File: config.mk
export PLATFORM = sky130hd
export DESIGN_NAME = cosine_similarity_match
export DESIGN_NICKNAME = d
export VERILOG_FILES = /design/src/design/cosm_pkg.sv /design/src/design/cosm_sub.sv /design/src/design/cosm_accum.sv /design/src/design/cosm_solver.sv /design/src/design/cosine_similarity_match.sv
export SDC_FILE = /design/constraint.sdc
export NUM_CORES = 2
export LEC_CHECK = 0
export ABC_CLOCK_PERIOD_IN_PS = 25000
export BUFFER_PORTS_ARGS = -buffer_cell sky130_fd_sc_hd__buf_2
export CAP_MARGIN = 40
export CORE_MARGIN = 4
export CORE_UTILIZATION = 40
export CTS_BUF_LIST = sky130_fd_sc_hd__clkbuf_8
export DETAILED_ROUTE_END_ITERATION = 12
export PLACE_DENSITY_LB_ADDON = 0.05
export SETUP_SLACK_MARGIN = 0.1
export SLEW_MARGIN = 40
export SYNTH_ARGS = -nofsm -noshare
export SYNTH_HDL_FRONTEND = slang
export SYNTH_SLANG_ARGS = --single-unit
export TNS_END_PERCENT = 10
File: constraint.sdc
create_clock -name clk -period 25 [get_ports clk]
set_input_delay 7.5 -clock clk [delete_from_list [all_inputs] [get_ports clk]]
set_output_delay 7.5 -clock clk [all_outputs]
set_load 0.01 [all_outputs]
File: src/design/cosm_pkg.sv
package cosm_pkg;

  localparam int ELEM_W  = 16;
  localparam int ACC_W   = 48;
  localparam int SCORE_W = 16;

  // Running sums handed from the accumulator to the score solver
  typedef struct packed {
    logic signed [ACC_W-1:0] dot;
    logic        [ACC_W-1:0] norm_a;
    logic        [ACC_W-1:0] norm_b;
  } sums_t;

  typedef struct packed {
    logic idle;
    logic done;
  } solve_stat_t;

endpackage

File: src/design/cosm_sub.sv
module cosm_sub (
  input  logic [48:0] x,
  input  logic [48:0] y,
  output logic [48:0] diff,
  output logic        ge
);

  logic [49:0] wide;

  assign wide = {1'b0, x} - {1'b0, y};
  assign diff = wide[48:0];
  assign ge   = ~wide[49];

endmodule

File: src/design/cosm_accum.sv
module cosm_accum (
  input  logic                                  clk,
  input  logic                                  rst_n,
  input  logic                                  take,
  input  logic signed [cosm_pkg::ELEM_W-1:0]    elem_a,
  input  logic signed [cosm_pkg::ELEM_W-1:0]    elem_b,
  input  logic                                  last_elem,
  output logic                                  start,
  output cosm_pkg::sums_t                       sums
);

  localparam int PW = 2 * cosm_pkg::ELEM_W;
  localparam int AW = cosm_pkg::ACC_W;

  logic signed [PW-1:0] prod_ab, prod_aa, prod_bb;
  logic                 v1_r, last1_r;
  logic signed [PW-1:0] pd_r;
  logic [PW-2:0]        pa_r, pb_r;

  logic signed [AW-1:0] dot_r;
  logic [AW-1:0]        na_r, nb_r;
  logic signed [AW:0]   dot_wide;
  logic [AW:0]          na_wide, nb_wide;
  logic signed [AW-1:0] dot_sat;
  logic [AW-1:0]        na_sat, nb_sat;

  assign prod_ab = elem_a * elem_b;
  assign prod_aa = elem_a * elem_a;
  assign prod_bb = elem_b * elem_b;

  // Stage 1: register the three products
  always_ff @(posedge clk) begin
    if (!rst_n) begin
      v1_r    <= 1'b0;
      last1_r <= 1'b0;
    end else begin
      v1_r    <= take;
      last1_r <= take & last_elem;
    end
  end

  always_ff @(posedge clk) begin
    if (take) begin
      pd_r <= prod_ab;
      pa_r <= prod_aa[PW-2:0];
      pb_r <= prod_bb[PW-2:0];
    end
  end

  // Stage 2: saturating accumulate
  assign dot_wide = {dot_r[AW-1], dot_r} + (AW+1)'(pd_r);
  assign na_wide  = {1'b0, na_r} + (AW+1)'(pa_r);
  assign nb_wide  = {1'b0, nb_r} + (AW+1)'(pb_r);

  always_comb begin
    if (dot_wide[AW] != dot_wide[AW-1]) begin
      dot_sat = dot_wide[AW] ? {1'b1, {(AW-1){1'b0}}} : {1'b0, {(AW-1){1'b1}}};
    end else begin
      dot_sat = dot_wide[AW-1:0];
    end
    na_sat = na_wide[AW] ? {AW{1'b1}} : na_wide[AW-1:0];
    nb_sat = nb_wide[AW] ? {AW{1'b1}} : nb_wide[AW-1:0];
  end

  always_ff @(posedge clk) begin
    if (!rst_n) begin
      dot_r <= '0;
      na_r  <= '0;
      nb_r  <= '0;
    end else if (v1_r) begin
      // clear after the last beat, its sums go to the solver
      if (last1_r) begin
        dot_r <= '0;
        na_r  <= '0;
        nb_r  <= '0;
      end else begin
        dot_r <= dot_sat;
        na_r  <= na_sat;
        nb_r  <= nb_sat;
      end
    end
  end

  assign start       = v1_r & last1_r;
  assign sums.dot    = dot_sat;
  assign sums.norm_a = na_sat;
  assign sums.norm_b = nb_sat;

endmodule

File: src/design/cosm_solver.sv
module cosm_solver (
  input  logic                                clk,
  input  logic                                rst_n,
  input  logic                                start,
  input  cosm_pkg::sums_t                     sums,
  input  logic                                take_result,
  output cosm_pkg::solve_stat_t               stat,
  output logic signed [cosm_pkg::SCORE_W-1:0] score
);

  localparam int AW  = cosm_pkg::ACC_W;
  localparam int SW  = AW / 2;
  localparam int QW  = cosm_pkg::SCORE_W - 1;
  localparam int CW  = $clog2(QW);
  localparam logic [AW-2:0] BIT_TOP = {1'b1, {(AW-2){1'b0}}};
  localparam logic signed [cosm_pkg::SCORE_W-1:0] SCORE_MAX = {1'b0, {QW{1'b1}}};
  localparam logic signed [cosm_pkg::SCORE_W-1:0] SCORE_MIN = {1'b1, {QW{1'b0}}};

  typedef enum logic [6:0] {
    S_IDLE = 7'b0000001,
    S_SQA  = 7'b0000010,
    S_SQB  = 7'b0000100,
    S_MUL  = 7'b0001000,
    S_CHK  = 7'b0010000,
    S_DIV  = 7'b0100000,
    S_DONE = 7'b1000000
  } state_t;

  state_t          state_r, state_nxt;
  logic            neg_r;
  logic [AW-1:0]   mag_r, nb_r, res_r, den_r;
  logic [AW:0]     rem_r;
  logic [AW-2:0]   bit_r;
  logic [SW-1:0]   sqa_r;
  logic [QW-1:0]   q_r;
  logic [CW-1:0]   cnt_r;
  logic signed [cosm_pkg::SCORE_W-1:0] score_r;

  logic [AW:0]     sub_x, sub_y, sub_diff;
  logic            sub_ge;
  logic [AW-1:0]   res_step;
  logic [QW-1:0]   q_step;
  logic [SW-1:0]   sqb;
  logic            sqrt_last;

  cosm_sub u_sub (
    .x    (sub_x),
    .y    (sub_y),
    .diff (sub_diff),
    .ge   (sub_ge)
  );

  // Operand select for the shared subtractor
  always_comb begin
    unique case (state_r)
      S_CHK: begin
        sub_x = {1'b0, mag_r};
        sub_y = {1'b0, den_r};
      end
      S_DIV: begin
        sub_x = {rem_r[AW-1:0], 1'b0};
        sub_y = {1'b0, den_r};
      end
      default: begin
        sub_x = rem_r;
        sub_y = {1'b0, res_r} + {2'b0, bit_r};
      end
    endcase
  end

  assign res_step  = sub_ge ? ({1'b0, res_r[AW-1:1]} + {1'b0, bit_r})
                            : {1'b0, res_r[AW-1:1]};
  assign q_step    = {q_r[QW-2:0], sub_ge};
  assign sqb       = res_r[SW-1:0];
  assign sqrt_last = bit_r[0];

  always_comb begin
    state_nxt = state_r;
    unique case (state_r)
      S_IDLE: if (start) state_nxt = S_SQA;
      S_SQA:  if (sqrt_last) state_nxt = S_SQB;
      S_SQB:  if (sqrt_last) state_nxt = S_MUL;
      S_MUL:  state_nxt = S_CHK;
      S_CHK:  state_nxt = (den_r == '0 || sub_ge) ? S_DONE : S_DIV;
      S_DIV:  if (cnt_r == '0) state_nxt = S_DONE;
      S_DONE: if (take_result) state_nxt = S_IDLE;
      default: state_nxt = S_IDLE;
    endcase
  end

  always_ff @(posedge clk) begin
    if (!rst_n) begin
      state_r <= S_IDLE;
    end else begin
      state_r <= state_nxt;
    end
  end

  always_ff @(posedge clk) begin
    unique case (state_r)
      S_IDLE: begin
        if (start) begin
          neg_r <= sums.dot[AW-1];
          mag_r <= sums.dot[AW-1] ? AW'(-sums.dot) : AW'(sums.dot);
          nb_r  <= sums.norm_b;
          rem_r <= {1'b0, sums.norm_a};
          res_r <= '0;
          bit_r <= BIT_TOP;
        end
      end
      S_SQA: begin
        if (sqrt_last) begin
          // hold root of norm a, restart on norm b
          sqa_r <= res_step[SW-1:0];
          rem_r <= {1'b0, nb_r};
          res_r <= '0;
          bit_r <= BIT_TOP;
        end else begin
          rem_r <= sub_ge ? sub_diff : rem_r;
          res_r <= res_step;
          bit_r <= bit_r >> 2;
        end
      end
      S_SQB: begin
        rem_r <= sub_ge ? sub_diff : rem_r;
        res_r <= res_step;
        bit_r <= bit_r >> 2;
      end
      S_MUL: begin
        den_r <= sqa_r * sqb;
      end
      S_CHK: begin
        if (den_r == '0) begin
          score_r <= '0;
        end else if (sub_ge) begin
          // quotient would reach one: clamp
          score_r <= neg_r ? SCORE_MIN : SCORE_MAX;
        end else begin
          rem_r <= {1'b0, mag_r};
          q_r   <= '0;
          cnt_r <= CW'(QW - 1);
        end
      end
      S_DIV: begin
        rem_r <= sub_ge ? sub_diff : {rem_r[AW-1:0], 1'b0};
        q_r   <= q_step;
        cnt_r <= cnt_r - 1'b1;
        if (cnt_r == '0) begin
          score_r <= neg_r ? -$signed({1'b0, q_step}) : $signed({1'b0, q_step});
        end
      end
      S_DONE: begin
      end
      default: begin
      end
    endcase
  end

  assign stat.idle = (state_r == S_IDLE);
  assign stat.done = (state_r == S_DONE);
  assign score     = score_r;

endmodule

File: src/design/cosine_similarity_match.sv
// Cosine similarity matcher. Element pairs of two signed Q1.15 vectors stream in
// at one beat per cycle while in_stall is low; the block keeps saturating 48-bit
// sums of a*b, a*a and b*b. The beat flagged last closes the vector: the block then
// stalls its input while one shared subtractor works out the two integer square
// roots (24 steps each), a 24x24 multiply forms the denominator, and a 15-step
// restoring divide gives the score, clamped to Q1.15 and zero when a norm is zero.
// A score that clamps or is zero skips the divide. A finished score that finds the
// output register full and stalled holds the input off until that register drains.
// The result beat carries the score and a flag set when it is at least the
// programmed threshold (reset 0.5). The next vector may stream in while a result
// waits on the output register.
module cosine_similarity_match (
  input  logic                                clk,
  input  logic                                rst_n,
  input  logic                                in_valid,
  output logic                                in_stall,
  input  logic signed [cosm_pkg::ELEM_W-1:0]  in_elem_a,
  input  logic signed [cosm_pkg::ELEM_W-1:0]  in_elem_b,
  input  logic                                in_last_elem,
  output logic                                out_valid,
  input  logic                                out_stall,
  output logic                                out_is_match,
  output logic signed [cosm_pkg::SCORE_W-1:0] out_score,
  input  logic                                cfg_wr_en,
  input  logic signed [cosm_pkg::SCORE_W-1:0] cfg_wr_data
);

  localparam logic signed [cosm_pkg::SCORE_W-1:0] THR_RESET = 16'sd16384;

  logic                  take, start, load;
  cosm_pkg::sums_t       sums;
  cosm_pkg::solve_stat_t stat;
  logic signed [cosm_pkg::SCORE_W-1:0] score, thr_r, score_r;
  logic                  out_valid_r, match_r;

  assign in_stall = start | ~stat.idle;
  assign take     = in_valid & ~in_stall;

  cosm_accum u_accum (
    .clk       (clk),
    .rst_n     (rst_n),
    .take      (take),
    .elem_a    (in_elem_a),
    .elem_b    (in_elem_b),
    .last_elem (in_last_elem),
    .start     (start),
    .sums      (sums)
  );

  cosm_solver u_solver (
    .clk         (clk),
    .rst_n       (rst_n),
    .start       (start),
    .sums        (sums),
    .take_result (load),
    .stat        (stat),
    .score       (score)
  );

  always_ff @(posedge clk) begin
    if (!rst_n) begin
      thr_r <= THR_RESET;
    end else if (cfg_wr_en) begin
      thr_r <= cfg_wr_data;
    end
  end

  // Output register: load when empty or being drained
  assign load = stat.done & (~out_valid_r | ~out_stall);

  always_ff @(posedge clk) begin
    if (!rst_n) begin
      out_valid_r <= 1'b0;
    end else if (load) begin
      out_valid_r <= 1'b1;
    end else if (~out_stall) begin
      out_valid_r <= 1'b0;
    end
  end

  always_ff @(posedge clk) begin
    if (load) begin
      score_r <= score;
      match_r <= (score >= thr_r);
    end
  end

  assign out_valid    = out_valid_r;
  assign out_score    = score_r;
  assign out_is_match = match_r;

endmodule
==> flow_summary.json <==
{
  "r2r_cells": 30,
  "crit_top_cell": "fa_1",
  "worst-path-buf-inv": 6,
  "final_max_slew_viol_count": 0,
  "core-area_um2": 208000,
  "wire_per_inst_um": 21.9,
  "cpMaxStageDelayCell": "clkinv_1",
  "reg2reg_to": "u_solver.rem_r[10]$_DFFE_PP_",
  "rsz0062_at_grt": "false",
  "dr.pass1.iters": 8,
  "io_pins": 73,
  "layout-drive-gt1-share_pct": 4.92,
  "p_seq_share_pct": 14.8,
  "path_cells": "buf_2 -> clkinv_1 -> nor2_1 -> fa_1 -> ha_1 -> inv_1 -> fa_1 -> inv_1 -> fa_1 -> inv_1 -> fa_1 -> inv_1 -> fa_1 -> ha_1 -> a21o_1 -> or3_1 -> a211oi_1 -> o311ai_0 -> a21o_1 -> a21oi_1 -> o21ai_0 -> a211oi_1 -> a21oi_1 -> xor2_1",
  "drv_cap": 0,
  "cts_buffers": 114,
  "drc": 0,
  "grt_pass1_wl_um": 408000,
  "drt_wl_total_um": 263000,
  "ys.flop_type": "edfxtp_1",
  "initial_core_util_pct": 40.3,
  "portBuffers": 72,
  "start_kind": "input pin",
  "hold_depth": 2,
  "cts.clk_slew.worst_paths_ps": 70,
  "cts_setup_buffers": 0,
  "grt_pass1_vias": 67500,
  "synth_area_um2": 83900,
  "synthesis.nets": 11100,
  "row_count": 167,
  "gr-total-overflow": 0,
  "critPathTopFamily": "adder cells",
  "grt_use_total_pct": 24.3,
  "setup_viol": 0,
  "postCtsHoldBufs": 0,
  "ys_seq_area_share_pct": 19.6,
  "synthToLayoutAreaGrowth_pct": 6.88,
  "cts-root-buf": "clkbuf_8",
  "power.switching_w": 0.00665,
  "synth_seq_cells": 603,
  "vdd_drop_max_mv": 0.218,
  "insertion_delay_ps": 870,
  "hpwl_um": 205000,
  "p_clk_share_pct": 8.0,
  "ctsHtreeMaxLevel": 3,
  "dieArea_um2": 217000,
  "drt-vias-per-instance": 5.33,
  "grt_max_degree": 67,
  "synth_edf_count": 433,
  "place_ws_ps": 9880,
  "switching_share_pct": 51.6,
  "finalClockSkew_ps": 47.8,
  "worstPathArrival_ps": 14850,
  "nNetsFinal": 11000,
  "cts_tree": "built",
  "die_y_um": 466,
  "grt.busiest_layer": "met2",
  "fin_setup_tns_ps": 0,
  "leakage_nw": 41.6,
  "status": "finished, final reports clean",
  "grt_util_met2_pct": 41.8,
  "cts.sinks": 603,
  "place.gp.congestion": 0.921,
  "cts_buffer_depth": 3,
  "synth_cell_type_count": 92,
  "fp.dieW_um": 466,
  "powerDensity_nw_per_um2": 144,
  "period_share_pct": 56.9,
  "end_kind": "register",
  "drt-initial-drc-count": 3861,
  "use_met3_pct": 2.29,
  "comb_power_share_pct": 77.2,
  "hp-start": "u_accum.na_r[29]$_SDFFE_PN0P_",
  "worst_slack_ps": 10780,
  "drtAntennaViolNets": 0,
  "period_minus_slack_ps": 14220,
  "cts_resized": 0,
  "internal_power_w": 0.00625,
  "synth_area_per_cell_um2": 9.10,
  "tightest_slew_ps": 888,
  "ys.warnings.count": 0,
  "final_util_pct": 43.1,
  "dr_total_vias": 64000,
  "critical-path-max-stage-delay_ps": 650,
  "required_ps": 25620,
  "fmax_ghz": 0.0703,
  "design_area_um2": 89600,
  "path_class": "in2reg",
  "r2r_start": "u_solver.res_r[2]$_DFFE_PP_",
  "path_max_fanout": 28,
  "fin_total_pwr_w": 0.0129,
  "hold_path_end": "u_accum.na_r[29]$_SDFFE_PN0P_",
  "r2r_slack_ps": 16120,
  "grt_antenna_before_repair": 6,
  "hold_violations": 0,
  "met1_usage_pct": 32.7,
  "max_slew_margin_pct": 40.0,
  "syn_inst": 9217,
  "placed_area_um2": 87200,
  "hp-class": "reg2reg",
  "ys_async_sr_fraction_pct": 0
}
## Yosys cell counts (all sizes together), types with 38 or more instances
master  number  share of area, %
inv       1544               6.9
buf         42              0.21
nand4       55              0.41
a211oi      46              0.42
nor3        98              0.58
xor2       170               1.8
fa        1212                29
o21bai      57              0.51
a31oi       78              0.59
a21oi      473               2.8
nor2b      104              0.78
clkbuf     376               1.7
ha         653               9.7
edfxtp     433                16
mux2i       45              0.54
a22oi       81              0.72
and3        52              0.39
nand2     1087               4.9
nand3       90              0.54
and2       552               4.1
a221oi      38              0.40
dfxtp      170               4.1
o21a        55              0.49
o21ai      301               1.8
xnor2      256               2.7
nor2       448               2.0
a21o       167               1.5
nand2b      70              0.52
## worst reg2reg max path: cells and delay by family (launching register included)
kind	cells	cell delay [ps]
AO/OA/AOI/OAI	18	4310
buffers and inverters	5	2110
adder cells (fa/ha/maj)	2	750
AND/OR/NAND/NOR	3	580
multiplexers	1	460
flip-flops	1	330
XOR/XNOR	1	90
## area by class of cell
type                    count  area (µm²)
diodes                      6        15.0
well taps                2788        3490
flip-flops and latches    603       16400
repair buffers            188        1360
multi-input cells        6646       60200
clock inverters            90         616
fillers                 20700      118000
inverters                1550        5820
clock buffers             126        1730
## registers in the layout, summed over array words and instances (netlist names), 4 cells and up
| register | flops |
|---|---|
| u_accum.nb_r | 48 |
| u_solver.state_r | 7 |
| u_solver.mag_r | 48 |
| u_solver.den_r | 48 |
| u_solver.rem_r | 49 |
| u_solver.bit_r | 24 |
| u_accum.na_r | 48 |
| u_solver.q_r | 14 |
| u_solver.res_r | 48 |
| thr_r | 16 |
| u_accum.dot_r | 48 |
| u_solver.cnt_r | 4 |
| u_accum.pd_r | 32 |
| u_solver.score | 16 |
| u_solver.sqa_r | 24 |
| u_solver.nb_r | 48 |
| out_score | 16 |
| u_accum.pa_r | 30 |
| u_accum.pb_r | 30 |
## per-stage QoR
stage	hold slack (ps)	cells
CTS	445	12000
finish	441	12000
global route	465	12000
global placement	431	11800
floorplan	422	9217
detailed placement	436	11800
## how the worst max path moves through the flow
stage                              from                    endpoint  slack, ps  depth (start not counted)
after floorplan           in_elem_a[13]  u_accum.pd_r[30]$_DFFE_PP_      10970                         25
after global placement     in_elem_b[3]  u_accum.pd_r[31]$_DFFE_PP_       9990                         21
after detailed placement   in_elem_a[4]  u_accum.pd_r[30]$_DFFE_PP_       9880                         24
after CTS                  in_elem_a[4]  u_accum.pd_r[30]$_DFFE_PP_      10860                         24
after global routing       in_elem_a[4]  u_accum.pd_r[30]$_DFFE_PP_      10440                         24
final                      in_elem_a[4]  u_accum.pd_r[30]$_DFFE_PP_      10780                         24
## routing by layer
layer / part of all wire [%] / routed length (µm) / up-vias
met5: 0.0050 / 13 / -
met4: 2.7 / 7000 / 2
met3: 4.0 / 10600 / 313
met2: 49 / 128000 / 1403
met1: 45 / 117000 / 32500
li1: - / - / 29700
## power groups by stage
stage	clock [W]	combinational (W)	sequential [W]
6_report	0.00103	0.00996	0.00190
4_1_cts	0.00107	0.0100	0.00191
3_3_place_gp	0	0.00989	0.00193
5_1_grt	0.00111	0.0112	0.00192
2_1_floorplan	0	0.00724	0.00182
3_5_place_dp	0	0.00998	0.00193
## cells by family after synthesis
logic type      count (synthesis)  synth area share (%)
compound gates               1625                  12.6
xor+xnor                      426                  4.45
fa+ha+maj                    1865                  38.7
buf+inv                      1968                  8.83
flops                         603                  19.6
mux                            50                 0.604
simple gates                 2680                  15.3
## cell usage in the layout, fill, tap and decap left out, types with 23 or more instances in the layout
master,Yosys,routed
clkinv_1,6,26
buf_2,8,69
xor2_1,170,170
o21ai_0,286,285
a221oi_1,38,38
a22o_1,37,37
and3_1,52,51
inv_1,1540,1573
ha_1,653,649
fa_1,1212,1212
mux2i_1,45,45
a31o_2,24,24
nor2b_1,104,103
a21boi_0,33,32
a21o_1,167,167
a22oi_1,81,81
o211ai_1,27,27
edfxtp_1,433,433
a21oi_1,472,468
nand3_1,90,90
nor2_1,448,440
a211oi_1,45,45
nand2_1,1087,1086
clkbuf_8,0,126
xnor2_1,256,256
nor4_1,29,29
o21a_1,55,55
a31oi_1,77,77
o21bai_1,57,57
nand4_1,55,55
nand2b_1,70,70
a221o_1,23,23
or3_1,24,24
dfxtp_1,170,169
buf_4,2,104
and2_1,550,548
nor3_1,98,97
Note: power is estimated with default switching activity, not from simulation.
